$ cat src/rtl/tccs_pkg.sv
package tccs_pkg;

	localparam int POS_W = 11;
	localparam int CH_W  = 8;

	localparam logic [CH_W-1:0] CH_NUL     = 8'd0;
	localparam logic [CH_W-1:0] CH_NEWLINE = 8'd10;
	localparam logic [CH_W-1:0] CH_TAB     = 8'd9;

	localparam logic [2:0] CL_NUL   = 3'd0;
	localparam logic [2:0] CL_CLEAR = 3'd1;
	localparam logic [2:0] CL_NL    = 3'd2;
	localparam logic [2:0] CL_TAB   = 3'd3;
	localparam logic [2:0] CL_PRINT = 3'd4;

	typedef struct packed {
		logic [2:0]      cls;
		logic [CH_W-1:0] ch;
	} req_t;

endpackage

$ cat src/rtl/text_console_cursor_scroll.sv
// The result is registered; it is set when the back end takes its request.
// Throughput: one request every cycle when no scroll or clear is needed and
// out_ready stays high. Scroll or clear: a sweep over every screen RAM cell
// runs before the result is valid.
// Reset: cursor homes; a clearing pass zeroes the screen RAM, and no request
// is taken until that pass is done.
module text_console_cursor_scroll #(
	parameter int COLUMNS  = 80,
	parameter int ROWS     = 25,
	parameter int TAB_STOP = 4
) (
	input  logic                       clk,
	input  logic                       arst_n,
	input  logic                       in_valid,
	output logic                       in_ready,
	input  logic                       cmd,
	input  logic [7:0]                 char_in,
	output logic                       out_valid,
	input  logic                       out_ready,
	output logic [tccs_pkg::POS_W-1:0] cursor_cell,
	output logic                       cell_written,
	output logic [tccs_pkg::POS_W-1:0] cell_index,
	output logic [tccs_pkg::CH_W-1:0]  cell_char,
	output logic                       scrolled
);
	import tccs_pkg::*;

	logic head_valid;
	req_t head;
	logic pop;
	logic init_busy;

	tccs_front u_front (
		.clk        (clk),
		.arst_n     (arst_n),
		.in_valid   (in_valid),
		.in_ready   (in_ready),
		.cmd        (cmd),
		.char_in    (char_in),
		.hold       (init_busy),
		.head_valid (head_valid),
		.head       (head),
		.pop        (pop)
	);

	tccs_back #(
		.COLUMNS  (COLUMNS),
		.ROWS     (ROWS),
		.TAB_STOP (TAB_STOP)
	) u_back (
		.clk          (clk),
		.arst_n       (arst_n),
		.head_valid   (head_valid),
		.head         (head),
		.pop          (pop),
		.init_busy    (init_busy),
		.out_valid    (out_valid),
		.out_ready    (out_ready),
		.cursor_cell  (cursor_cell),
		.cell_written (cell_written),
		.cell_index   (cell_index),
		.cell_char    (cell_char),
		.scrolled     (scrolled)
	);

endmodule

$ cat src/rtl/tccs_ram.sv
module tccs_ram #(
	parameter int W = 8,
	parameter int D = 2000
) (
	input  logic                 clk,
	input  logic                 we,
	input  logic [$clog2(D)-1:0] waddr,
	input  logic [W-1:0]         wdata,
	input  logic [$clog2(D)-1:0] raddr,
	output logic [W-1:0]         rdata
);

	logic [W-1:0] mem [D];

	always_ff @(posedge clk) begin
		if (we) begin
			mem[waddr] <= wdata;
		end
		rdata <= mem[raddr];
	end

endmodule

$ cat src/rtl/tccs_front.sv
module tccs_front (
	input  logic                   clk,
	input  logic                   arst_n,
	input  logic                   in_valid,
	output logic                   in_ready,
	input  logic                   cmd,
	input  logic [7:0]             char_in,
	input  logic                   hold,
	output logic                   head_valid,
	output tccs_pkg::req_t         head,
	input  logic                   pop
);
	import tccs_pkg::*;

	req_t       q_q [2];
	logic       wp_q;
	logic       rp_q;
	logic [1:0] cnt_q;
	req_t       req;
	logic       push;

	always_comb begin
		req.ch = char_in;
		if (cmd) begin
			req.cls = CL_CLEAR;
		end else begin
			case (char_in)
				CH_NUL:     req.cls = CL_NUL;
				CH_NEWLINE: req.cls = CL_NL;
				CH_TAB:     req.cls = CL_TAB;
				default:    req.cls = CL_PRINT;
			endcase
		end
	end

	assign in_ready   = (cnt_q != 2'd2) && !hold;
	assign push       = in_valid && in_ready;
	assign head_valid = (cnt_q != 2'd0);
	assign head       = q_q[rp_q];

	always_ff @(posedge clk) begin
		if (push) begin
			q_q[wp_q] <= req;
		end
	end

	always_ff @(posedge clk or negedge arst_n) begin
		if (!arst_n) begin
			wp_q  <= 1'b0;
			rp_q  <= 1'b0;
			cnt_q <= 2'd0;
		end else begin
			if (push) begin
				wp_q <= ~wp_q;
			end
			if (pop) begin
				rp_q <= ~rp_q;
			end
			cnt_q <= cnt_q + 2'(push) - 2'(pop);
		end
	end

`ifndef SYNTHESIS
	a_no_pop_empty: assert property (@(posedge clk) disable iff (!arst_n)
		pop |-> head_valid) else $error("pop from empty queue");
`endif

endmodule

$ cat src/rtl/tccs_back.sv
module tccs_back #(
	parameter int COLUMNS  = 80,
	parameter int ROWS     = 25,
	parameter int TAB_STOP = 4
) (
	input  logic                          clk,
	input  logic                          arst_n,
	input  logic                          head_valid,
	input  tccs_pkg::req_t                head,
	output logic                          pop,
	output logic                          init_busy,
	output logic                          out_valid,
	input  logic                          out_ready,
	output logic [tccs_pkg::POS_W-1:0]    cursor_cell,
	output logic                          cell_written,
	output logic [tccs_pkg::POS_W-1:0]    cell_index,
	output logic [tccs_pkg::CH_W-1:0]     cell_char,
	output logic                          scrolled
);
	import tccs_pkg::*;

	localparam int CELLS = COLUMNS * ROWS;
	localparam int CW    = $clog2(CELLS + 1);
	localparam int AW    = $clog2(CELLS);
	localparam int CLW   = $clog2(COLUMNS);
	localparam int TPW   = (TAB_STOP > 1) ? $clog2(TAB_STOP) : 1;
	localparam int GW    = CLW + 5;

	localparam logic [1:0] ST_INIT  = 2'd0;
	localparam logic [1:0] ST_IDLE  = 2'd1;
	localparam logic [1:0] ST_SWEEP = 2'd2;
	localparam logic [1:0] ST_EXEC  = 2'd3;

	logic [1:0]     state_q;
	logic [CW-1:0]  cur_q;
	logic [CLW-1:0] col_q;
	logic [TPW-1:0] tp_q;
	logic [AW-1:0]  sweep_q;
	logic           copy_q;
	req_t           held_q;
	logic           held_scr_q;

	logic           wv_s1;
	logic [AW-1:0]  wa_s1;
	logic           wc_s1;

	logic           out_valid_q;
	logic [POS_W-1:0] pos_q;
	logic           wr_q;
	logic [POS_W-1:0] idx_q;
	logic [CH_W-1:0]  ch_q;
	logic           scr_q;

	logic           out_free;
	logic           past_end;
	logic           needs_sweep;
	logic           exec_fire;
	logic           apply;
	logic           sweeping;
	logic           sweep_last;
	logic           copy_now;

	req_t           op_req;
	logic           op_scr;
	logic [CW:0]    row_end;
	logic [CW:0]    next_tab;
	logic [GW-1:0]  col_tab;
	logic [CW-1:0]  n_cur;
	logic [CLW-1:0] n_col;
	logic [TPW-1:0] n_tp;
	logic           o_wr;
	logic [CW+10:0] pos_ext;
	logic [CW+10:0] idx_ext;

	logic           ram_we;
	logic [AW-1:0]  ram_waddr;
	logic [CH_W-1:0] ram_wdata;
	logic [AW:0]    rsum;
	logic [CH_W-1:0] ram_rdata;

	assign out_free    = !out_valid_q || out_ready;
	assign past_end    = (cur_q == CW'(CELLS));
	assign needs_sweep = (head.cls == CL_CLEAR) ||
		(past_end && (head.cls == CL_NL || head.cls == CL_TAB || head.cls == CL_PRINT));
	assign pop         = (state_q == ST_IDLE) && head_valid && out_free && !wv_s1;
	assign exec_fire   = (state_q == ST_EXEC) && out_free && !wv_s1;
	assign apply       = (pop && !needs_sweep) || exec_fire;
	assign sweeping    = (state_q == ST_INIT) || (state_q == ST_SWEEP);
	assign sweep_last  = (sweep_q == AW'(CELLS - 1));
	assign copy_now    = copy_q && (sweep_q < AW'(CELLS - COLUMNS));
	assign init_busy   = (state_q == ST_INIT);

	assign op_req   = (state_q == ST_EXEC) ? held_q : head;
	assign op_scr   = (state_q == ST_EXEC) ? held_scr_q : 1'b0;
	assign row_end  = (CW+1)'(cur_q) - (CW+1)'(col_q) + (CW+1)'(COLUMNS);
	assign next_tab = (CW+1)'(cur_q) + (CW+1)'(TAB_STOP) - (CW+1)'(tp_q);
	assign col_tab  = GW'(col_q) + GW'(TAB_STOP) - GW'(tp_q);

	always_comb begin
		n_cur = cur_q;
		n_col = col_q;
		n_tp  = tp_q;
		o_wr  = 1'b0;
		case (op_req.cls)
			CL_CLEAR: begin
				n_cur = '0;
				n_col = '0;
				n_tp  = '0;
			end
			CL_NL: begin
				n_cur = CW'(row_end);
				n_col = '0;
				n_tp  = '0;
			end
			CL_TAB: begin
				n_tp = '0;
				if (next_tab < row_end) begin
					n_cur = CW'(next_tab);
					n_col = CLW'(col_tab);
				end else begin
					n_cur = CW'(row_end);
					n_col = '0;
				end
			end
			CL_PRINT: begin
				o_wr  = 1'b1;
				n_cur = cur_q + CW'(1);
				if (col_q == CLW'(COLUMNS - 1)) begin
					n_col = '0;
					n_tp  = '0;
				end else begin
					n_col = col_q + CLW'(1);
					n_tp  = (tp_q == TPW'(TAB_STOP - 1)) ? '0 : tp_q + TPW'(1);
				end
			end
			default: begin
			end
		endcase
	end

	assign pos_ext = (CW+11)'(n_cur);
	assign idx_ext = (CW+11)'(cur_q);

	always_comb begin
		ram_we    = 1'b0;
		ram_waddr = wa_s1;
		ram_wdata = wc_s1 ? ram_rdata : '0;
		if (wv_s1) begin
			ram_we = 1'b1;
		end else if (apply && o_wr) begin
			ram_we    = 1'b1;
			ram_waddr = cur_q[AW-1:0];
			ram_wdata = op_req.ch;
		end
	end

	assign rsum = (AW+1)'(sweep_q) + (AW+1)'(COLUMNS);

	tccs_ram #(
		.W(CH_W),
		.D(CELLS)
	) u_screen (
		.clk   (clk),
		.we    (ram_we),
		.waddr (ram_waddr),
		.wdata (ram_wdata),
		.raddr (rsum[AW-1:0]),
		.rdata (ram_rdata)
	);

	always_ff @(posedge clk) begin
		wa_s1 <= sweep_q;
		wc_s1 <= copy_now;
		if (pop) begin
			held_q <= head;
		end
		if (apply) begin
			pos_q <= pos_ext[POS_W-1:0];
			wr_q  <= o_wr;
			idx_q <= o_wr ? idx_ext[POS_W-1:0] : '0;
			ch_q  <= o_wr ? op_req.ch : '0;
			scr_q <= op_scr;
		end
	end

	always_ff @(posedge clk or negedge arst_n) begin
		if (!arst_n) begin
			state_q     <= ST_INIT;
			cur_q       <= '0;
			col_q       <= '0;
			tp_q        <= '0;
			sweep_q     <= '0;
			copy_q      <= 1'b0;
			held_scr_q  <= 1'b0;
			wv_s1       <= 1'b0;
			out_valid_q <= 1'b0;
		end else begin
			wv_s1 <= sweeping;
			if (sweeping) begin
				if (sweep_last) begin
					sweep_q <= '0;
					state_q <= (state_q == ST_INIT) ? ST_IDLE : ST_EXEC;
				end else begin
					sweep_q <= sweep_q + AW'(1);
				end
			end
			if (pop && needs_sweep) begin
				state_q    <= ST_SWEEP;
				sweep_q    <= '0;
				copy_q     <= (head.cls != CL_CLEAR);
				held_scr_q <= (head.cls != CL_CLEAR);
				if (head.cls != CL_CLEAR) begin
					cur_q <= CW'(CELLS - COLUMNS);
					col_q <= '0;
					tp_q  <= '0;
				end
			end
			if (exec_fire) begin
				state_q <= ST_IDLE;
			end
			if (apply) begin
				cur_q <= n_cur;
				col_q <= n_col;
				tp_q  <= n_tp;
			end
			if (apply) begin
				out_valid_q <= 1'b1;
			end else if (out_ready) begin
				out_valid_q <= 1'b0;
			end
		end
	end

	assign out_valid    = out_valid_q;
	assign cursor_cell  = pos_q;
	assign cell_written = wr_q;
	assign cell_index   = idx_q;
	assign cell_char    = ch_q;
	assign scrolled     = scr_q;

`ifndef SYNTHESIS
	a_cur_range: assert property (@(posedge clk) disable iff (!arst_n)
		cur_q <= CW'(CELLS)) else $error("cursor beyond screen end");
	a_col_range: assert property (@(posedge clk) disable iff (!arst_n)
		int'(col_q) < COLUMNS) else $error("column out of range");
	a_tab_phase: assert property (@(posedge clk) disable iff (!arst_n)
		int'(tp_q) < TAB_STOP) else $error("tab phase out of range");
	a_exec_free: assert property (@(posedge clk) disable iff (!arst_n)
		state_q == ST_EXEC |-> !out_valid_q) else $error("result slot busy after sweep");
	a_sweep_write: assert property (@(posedge clk) disable iff (!arst_n)
		sweeping |=> wv_s1) else $error("sweep write lost");
`endif

endmodule

$ cat config.mk
export PLATFORM = sky130hd
export DESIGN_NAME = text_console_cursor_scroll
export DESIGN_NICKNAME = d
export VERILOG_FILES = /design/src/rtl/tccs_pkg.sv /design/src/rtl/text_console_cursor_scroll.sv /design/src/rtl/tccs_ram.sv /design/src/rtl/tccs_front.sv /design/src/rtl/tccs_back.sv
export SDC_FILE = /design/constraint.sdc
export NUM_CORES = 1
export LEC_CHECK = 0
export BUFFER_PORTS_ARGS = -buffer_cell sky130_fd_sc_hd__buf_2
export CAP_MARGIN = 30
export CORE_MARGIN = 3
export CORE_UTILIZATION = 60
export DETAILED_ROUTE_END_ITERATION = 7
export PLACE_DENSITY = 0.83
export RECOVER_POWER = 50
export SYNTH_ARGS = -nofsm -noshare
export SYNTH_HDL_FRONTEND = slang
export SYNTH_SLANG_ARGS = --single-unit
export TNS_END_PERCENT = 20
$ cat constraint.sdc
create_clock -name clk -period 6.1 [get_ports clk]
set_input_delay 0.61 -clock clk [delete_from_list [all_inputs] [get_ports clk]]
set_output_delay 0.61 -clock clk [all_outputs]
set_load 0.1 [all_outputs]
==> results of run 1 <==
worst max-delay path: stages (launching register included):
cell	delay (ns)
dfrtp_1	0.48
ha_1	0.31
ha_1	0.23
fa_1	0.43
a211o_1	0.33
a211oi_1	0.24
o21bai_1	0.11
a21oi_1	0.25
xnor2_1	0.18
inv_1	0.06
ha_1	0.31
a21o_1	0.18
a211oi_1	0.32
o211a_1	0.21
a221o_1	0.63
nand2_1	0.33
o221ai_1	0.34
o21a_1	0.16
stage by stage:
stage	setup slack, ns	instance area [µm²]	utilization, %	hold slack [ns]
floorplan	1.57	6540	-	0.314
global placement	1.15	6870	65.6	0.476
detailed placement	0.993	6890	65.9	0.485
CTS	0.970	7090	67.7	0.400
global route	0.602	7020	67.1	0.218
finish	0.880	7020	67.1	0.189
sequential cells by signal (all words and copies together) (netlist names), 2 cells and up:
signal / cells
u_back.cur_q: 11
u_back.sweep_q: 11
u_back.tp_q: 2
u_back.cursor_cell: 11
u_back.cell_index: 11
u_back.state_q: 2
u_front.cnt_q: 2
u_back.held_q: 11
u_back.col_q: 7
u_front.q_q: 22
u_back.cell_char: 8
layout make-up:
class / instances / area, µm² / share of cell area [%]
sequential: 105 / 2950 / 42.1
tap: 136 / 170 / 2.42
inverter: 46 / 173 / 2.46
timing repair buffer: 51 / 224 / 3.19
clock inverter: 7 / 71.3 / 1.02
multi-input combinational: 456 / 3310 / 47.1
clock buffer: 9 / 124 / 1.76
cell families (layout without fill, tap and decap cells):
| logic type | count (synthesis) | after routing | share of synthesized area [%] |
|---|---|---|---|
| compound gates | 164 | 164 | 16.8 |
| xor+xnor | 35 | 35 | 4.69 |
| fa+ha+maj | 64 | 64 | 12.6 |
| buf+inv | 66 | 113 | 4.06 |
| flops | 105 | 105 | 45.2 |
| mux | 24 | 24 | 4.04 |
| simple gates | 169 | 169 | 12.7 |
layout by cell type (no fill, tap or decap), types with 7 or more instances in the layout:
master    count
nor3_1       10
inv_1        46
xor2_1        9
xnor2_1      26
nand3_1      26
o21a_1        8
a21oi_1      49
mux2i_1      10
ha_1         61
nand2_1      37
and3_1        7
clkbuf_8      9
clkbuf_1     45
a211oi_1      8
o21ai_0      28
edfxtp_1     65
nor2_1       48
mux2_1        9
dfrtp_1      40
a21o_1        8
final timing paths:
| kind | startpoint | cells after the start | to |
|---|---|---|---|
| max | u_back.cur_q[1] | 17 | u_back.cursor_cell[9] |
| min | arst_n | 1 | u_back.cur_q[9] |
| max reg2reg | u_back.cur_q[1] | 17 | u_back.cursor_cell[9] |
| min reg2reg | u_front.wp_q | 1 | u_front.wp_q |
| max in group asynchronous | arst_n | 2 | u_front.rp_q |
| min in group clk | char_in[7] | 1 | u_front.q_q[1][7] |
routing by layer:
| layer | wire length (µm) | global-route usage, % | share of wire [%] |
|---|---|---|---|
| met1 | 6450 | 32.9 | 40 |
| met2 | 8080 | 48.3 | 51 |
| met3 | 842 | 4.14 | 5.3 |
| met4 | 616 | 11.9 | 3.9 |
| met5 | 0 | 0 | 0 |
==> run metrics, run 1 <==
status=finished with violations; failing checks=capacitance limit, slew limit; setup TNS=0 ns; I/O Buffers=46; Seq/Total Area, Yosys=45.2%; placed cells=793; Reg clk slew, reported paths=0.11 ns; Clock Root Buffer=clkbuf_8; Least-Margin Pin Slew=1.77 ns; Fin. Hold Viols=0; RSZ-0062 raised after global routing=false; Gate Count Post-Synth=627; WS Path Type=flop to flop; vias in the first global route=5,024; most frequent cell after synthesis=edfxtp_1; Synthesized Nets=704; Post-CTS Resized=0; layout cells sized above 1=5.79%; Req. time, crit path=6.36 ns; Synth cell types=66; Tmin final=5.22 ns; largest net degree at the start of global routing=41; number of synthesized register bits=105; top cell type's share of synthesized area=29.9%; Max-slew headroom=-18.3%; Max Cap Viol=1; cts bufs inserted=9; Worst setup EP type=flop; crit start category=flop; I/O pins=47; Iter 0 DRT Violations=379; Final Max Slew Viols=33; WL final=16,000 µm; GRT Total Usage=27.2%; Sink Count=105; Post-CTS Setup Bufs=0; per-cell routed wire length=19.7 µm; antenna violations before repair=0; worst-path maximum fanout=15; Synth-to-Final Area Change=7.45%; Starting Density=62.5%; clock buffer depth=2; core area=10,500 µm²; chip height=110 µm; first-pass GRT wire length=25,500 µm; Clock Latency Late Sink=0.38 ns; vias post-DR=5,135; Worst Skew=0.0125 ns; Netlist Area Pre-Place=6540 µm²; Worst EP arrival=5.48 ns; H-tree Lvls=3; final cell count without fillers=810; Worst R2R Setup Slack=0.88 ns; DIE AREA=12,200 µm²; Fmax=192 MHz; Syn. warnings=0; CTS Hold Bufs=0; ANT cells=0; GRT overflow=0; antenna-violating nets left=0; Yosys top cell by area=edfxtp_1; Async SR Flop Fraction=38.1%; top post-synthesis cells by count=edfxtp_1, ha_1, a21oi_1; number of remaining DRC errors=0; Tcrit/Tclk final=85.6%; DP HPWL=11,800 µm; Final #Nets=746; first drt pass iteration count=6; Final Setup Violations=0; vias per cell=6.34; # rows=37; average size of a mapped cell=10.4 µm²; Fill cells=855; Most used DFF post-synth=edfxtp_1; GPL Wtd Cong=1.01; worst min-delay path class=primary input to async pin; Die Wd=110 µm; dominant cells by area after synthesis=edfxtp_1, dfrtp_1, ha_1; TritonCTS clock tree=built; number of synthesized flops with an enable pin=65
Power of run 1 is left out: the tool's default activity adds up to more than one toggle a clock period on the data nets, which glitch-free logic cannot reach.
==> run 2: changes to the inputs <==
CTS_BUF_LIST = sky130_fd_sc_hd__clkbuf_4   (was not set)
SKIP_CTS_REPAIR_TIMING = 1   (was not set)
==> run 2 against run 1 <==
Compared with the run above: the flow still finishes with violations (capacitance limit, slew limit); critical endpoint unchanged; global-route usage shrank 0.29 points; worst hold slack better by 0.16 ns; register-to-register slack got worse by 0.05 ns; die area did not move; routed wire length decreased by 1.4%; first-iteration DRC count is 3.7% higher; clock-buffer cell count did not move; setup slack got worse by 0.046 ns; cell area down 0.55%; highest routed layer unchanged; clock skew up 0.0069 ns.
==> run metrics, run 2 (synthesis gave the netlist of run 1 again) <==
Worst setup EP type=flop; antenna violations before repair=0; Worst Skew=0.0194 ns; Final Max Slew Viols=33; Worst R2R Setup Slack=0.83 ns; I/O pins=47; crit start category=flop; FF-to-FF path depth=17; Worst Hold Launch=char_in[7]; per-cell routed wire length=19.4 µm; clock buffer depth=2; first-pass GRT wire length=25,100 µm; Final #Nets=747; most frequent cells in the layout=edfxtp_1, ha_1, a21oi_1, nor2_1, inv_1; Die Wd=110 µm; Clock Root Buffer=clkbuf_4; ANT cells=0; DP HPWL=11,800 µm; Final Hold Slack=0.351 ns; RSZ-0062 raised after global routing=false; commonest non-fill, non-tap cell in the layout=edfxtp_1; register area=2950 µm²; Synth-to-Final Area Change=6.85%; number of remaining DRC errors=0; vias post-DR=5,125; Fill cells=854; Top Layer Used=met4; TritonCTS clock tree=built; status=finished with violations; Req. time, crit path=6.47 ns; Max Cap Viol=1; Tcrit/Tclk final=86.3%; Reg clk slew, reported paths=0.18 ns; Largest Register=u_front.q_q; GRT Total Usage=27.0%; WL final=15,800 µm; met3 wire len=847 µm; antenna-violating nets left=0; critical path launch point=u_back.cur_q[1]; Multi-input gate area=3310 µm²; met1 wire length=6380 µm; failing checks=capacitance limit, slew limit; cts bufs inserted=9; core area=10,500 µm²; Sink Count=105; sink of the worst hold path=u_front.q_q[1][7]; reg2reg end=u_back.cursor_cell[9]; WS Path Type=flop to flop; largest net degree at the start of global routing=41; I/O Buffers=46; Final Setup Violations=0; GRT overflow=0; vias per cell=6.32; Crit Reg-Reg Startpoint=u_back.cur_q[1]; Max-slew headroom=-17.5%; Tmin final=5.27 ns; layout cells sized above 1=6.67%; worst min-delay path class=primary input to flop; Least-Margin Pin Slew=1.76 ns; setup TNS=0 ns; Fmax=190 MHz; max reg flops=22; chip height=110 µm; vias in the first global route=5,021; Starting Density=62.5%; worst-path maximum fanout=15; first drt pass iteration count=5; metal2 WL=7970 µm; Fin. Hold Viols=0; Worst EP arrival=5.63 ns; Iter 0 DRT Violations=393; DIE AREA=12,200 µm²; H-tree Lvls=3; GPL Wtd Cong=1.01; depth of the worst hold-timing path=1; # rows=37; Clock Latency Late Sink=0.48 ns
[run 2: worst max-delay path, stage by stage (launching register included)]
cell and delay, ns:
dfrtp_1 0.50, ha_1 0.31, ha_1 0.23, fa_1 0.42
a211o_1 0.33, a211oi_1 0.26, o21bai_1 0.11, a21oi_1 0.25
xnor2_1 0.18, inv_1 0.06, ha_1 0.31, a21o_1 0.18
a211oi_1 0.32, o211a_1 0.21, a221o_1 0.65, nand2_1 0.34
o221ai_1 0.34, o21a_1 0.16
[run 2: worst max-delay path by stage]
stage | depth (start not counted) | endpoint
finish | 17 | u_back.cursor_cell[9]
global route | 19 | u_back.cursor_cell[9]
CTS | 17 | u_back.cursor_cell[9]
detailed placement | 17 | u_back.cursor_cell[9]
global placement | 17 | u_back.cursor_cell[9]
floorplan | 19 | u_back.cur_q[6]
[run 2: metrics by stage]
step                instance area, µm²  std cells  worst slack, ns  utilization [%]
floorplan                         6540        627             1.57                -
global placement                  6870        792             1.15             65.6
detailed placement                6890        793            0.993             65.9
CTS                               7030        809            0.950             67.2
global route                      6980        811            0.572             66.7
finish                            6980        811            0.834             66.7
[run 2: final cells by class]
| type | instances | share of cell area (%) |
|---|---|---|
| clock buffers | 9 | 0.968 |
| clock inverters | 7 | 1.02 |
| inverters | 46 | 2.47 |
| multi-input cells | 456 | 47.4 |
| flip-flops and latches | 105 | 42.3 |
| well taps | 136 | 2.44 |
| repair buffers | 52 | 3.46 |
[run 2: routing by layer]
layer | vias to the layer above | global-route usage (%)
met3 | 50 | 4.25
met4 | 0 | 12.2
met2 | 206 | 47.1
met5 | - | 0
li1 | 2397 | -
met1 | 2472 | 32.7
Power of run 2 is left out for the same reason.
==> run 3: changes to the inputs <==
REMOVE_ABC_BUFFERS = 1   (was not set)
==> run 3 against run 2 <==
Compared with the run above: the flow still finishes with violations (capacitance limit, slew limit); worst hold slack gained 0.016 ns; cell count is the same; setup slack lost 0.0051 ns; clock-buffer cell count grew 1; cell area grew 0.18%; global-route usage shrank 0.23 points; sequential cell count is the same; via count shrank 0.55%; sequential share of layout area shrank 0.076 points; non-clock buffer count is the same; critical endpoint unchanged; largest cell class unchanged.
==> run metrics, run 3 (synthesis gave the netlist of run 1 again) <==
TritonCTS clock tree=built; Fill cells=850; per-cell routed wire length=19.1 µm; GPL Wtd Cong=1.01; Top Family by Delay on Critical Path=compound AO/OA/AOI/OAI gates; register area=2950 µm²; Final Setup Violations=0; number of remaining DRC errors=0; WS Path Type=flop to flop; Largest Register=u_front.q_q; Max Cap Viol=1; vias per cell=6.28; largest net degree at the start of global routing=41; critical-path cell list=inv_1 > ha_1 > inv_1 > ha_1 > fa_1 > a211o_1 > a211oi_1 > o21bai_1 > a21oi_1 > xnor2_1 > inv_1 > ha_1 > a21o_1 > a211oi_1 > o211a_1 > a221o_1 > nand2_1 > o221ai_1 > o21a_1; commonest non-fill, non-tap cell in the layout=edfxtp_1; failing checks=capacitance limit, slew limit; chip height=110 µm; Clock Root Buffer=clkbuf_4; Least-Margin Pin Slew=1.78 ns; Crit path buffers/inverters=3; I/O Buffers=46; ANT cells=0; I/O pins=47; clock buffer depth=2; Synth-to-Final Area Change=7.05%; CP max stage delay=0.64 ns; Reg clk slew, reported paths=0.17 ns; Final Hold Slack=0.366 ns; most frequent cells in the layout=edfxtp_1, ha_1, a21oi_1, nor2_1, inv_1; Crit-path slowest cell=a221o_1; Req. time, crit path=6.43 ns; Worst Skew=0.0157 ns; H-tree Lvls=3; vias post-DR=5,097; RSZ-0062 raised after global routing=false; WL final=15,500 µm; Worst EP arrival=5.60 ns; Max-slew headroom=-19.0%; Multi-input gate area=3310 µm²; # rows=37; Die Wd=110 µm; depth of the worst hold-timing path=1; crit start category=flop; DIE AREA=12,200 µm²; Worst R2R Setup Slack=0.83 ns; Crit path depth=19; Fin. Hold Viols=0; DP HPWL=11,500 µm; placed cells=793; antenna-violating nets left=0; Fmax=190 MHz; final cell count without fillers=811; Clock Latency Late Sink=0.46 ns; Sink Count=105; FF-to-FF path depth=19; setup TNS=0 ns; Final #Nets=747; first-pass GRT wire length=25,100 µm; status=finished with violations; layout cells sized above 1=6.52%; Iter 0 DRT Violations=488; first drt pass iteration count=5; worst-path maximum fanout=15; max reg flops=22; worst min-delay path class=primary input to flop; antenna violations before repair=0; GRT Total Usage=26.7%; Final Max Slew Viols=33; Tmin final=5.27 ns; Worst setup EP type=flop; Starting Density=62.5%; core area=10,500 µm²; Tcrit/Tclk final=86.4%; vias in the first global route=5,260; cts bufs inserted=9; GRT overflow=0
-- run 3: changes by cell type in the layout (fill, tap and decap cells not counted), moves of 2 or more --
cell,before,now
clkinv_4,2,0
clkbuf_1,39,41
buf_2,10,8
inv_6,0,2
clkinvlp_4,2,0
bufinv_16,0,2
inv_8,2,0
-- run 3: final cells by class --
cell class / instances / share of cell area [%]
Clock buffer: 10 / 1.07
Clock inverter: 6 / 1.41
Inverter: 46 / 2.47
Multi-Input combinational cell: 456 / 47.3
Sequential cell: 105 / 42.2
Tap cell: 136 / 2.43
Timing Repair Buffer: 52 / 3.13
-- run 3: worst reg2reg max path, stage by stage (launching register included) --
cell and delay, ns:
dfrtp_1 0.48, inv_1 0.16, ha_1 0.18, inv_1 0.06, ha_1 0.20, fa_1 0.43, a211o_1 0.33, a211oi_1 0.24
o21bai_1 0.11, a21oi_1 0.29, xnor2_1 0.19, inv_1 0.07, ha_1 0.30, a21o_1 0.18, a211oi_1 0.31, o211a_1 0.20
a221o_1 0.64, nand2_1 0.32, o221ai_1 0.30, o21a_1 0.16
-- run 3: worst paths after layout --
path / from / endpoint
worst max-delay path: u_back.cur_q[0] / u_back.cursor_cell[9]
worst min-delay path: char_in[6] / u_front.q_q[0][6]
worst max register to register: u_back.cur_q[0] / u_back.cursor_cell[9]
worst min register to register: u_front.wp_q / u_front.wp_q
max in group asynchronous: arst_n / u_back.tp_q[0]
min in group asynchronous: arst_n / u_back.cur_q[3]
-- run 3: per-stage QoR --
| step | worst slack (ns) | area [µm²] | util (%) |
|---|---|---|---|
| 5_1_grt | 0.536 | 7000 | 66.9 |
| 2_1_floorplan | 1.62 | 6440 | - |
| 3_5_place_dp | 0.942 | 6870 | 65.7 |
| 4_1_cts | 0.893 | 7050 | 67.4 |
| 6_report | 0.829 | 7000 | 66.9 |
| 3_3_place_gp | 1.17 | 6870 | 65.7 |
-- run 3: metal layers --
metal,wire [µm],GRT usage [%]
met3,869,5.42
met4,549,13.3
met1,6090,31.2
met2,7980,46.6
met5,0,0
Power of run 3 is left out for the same reason.
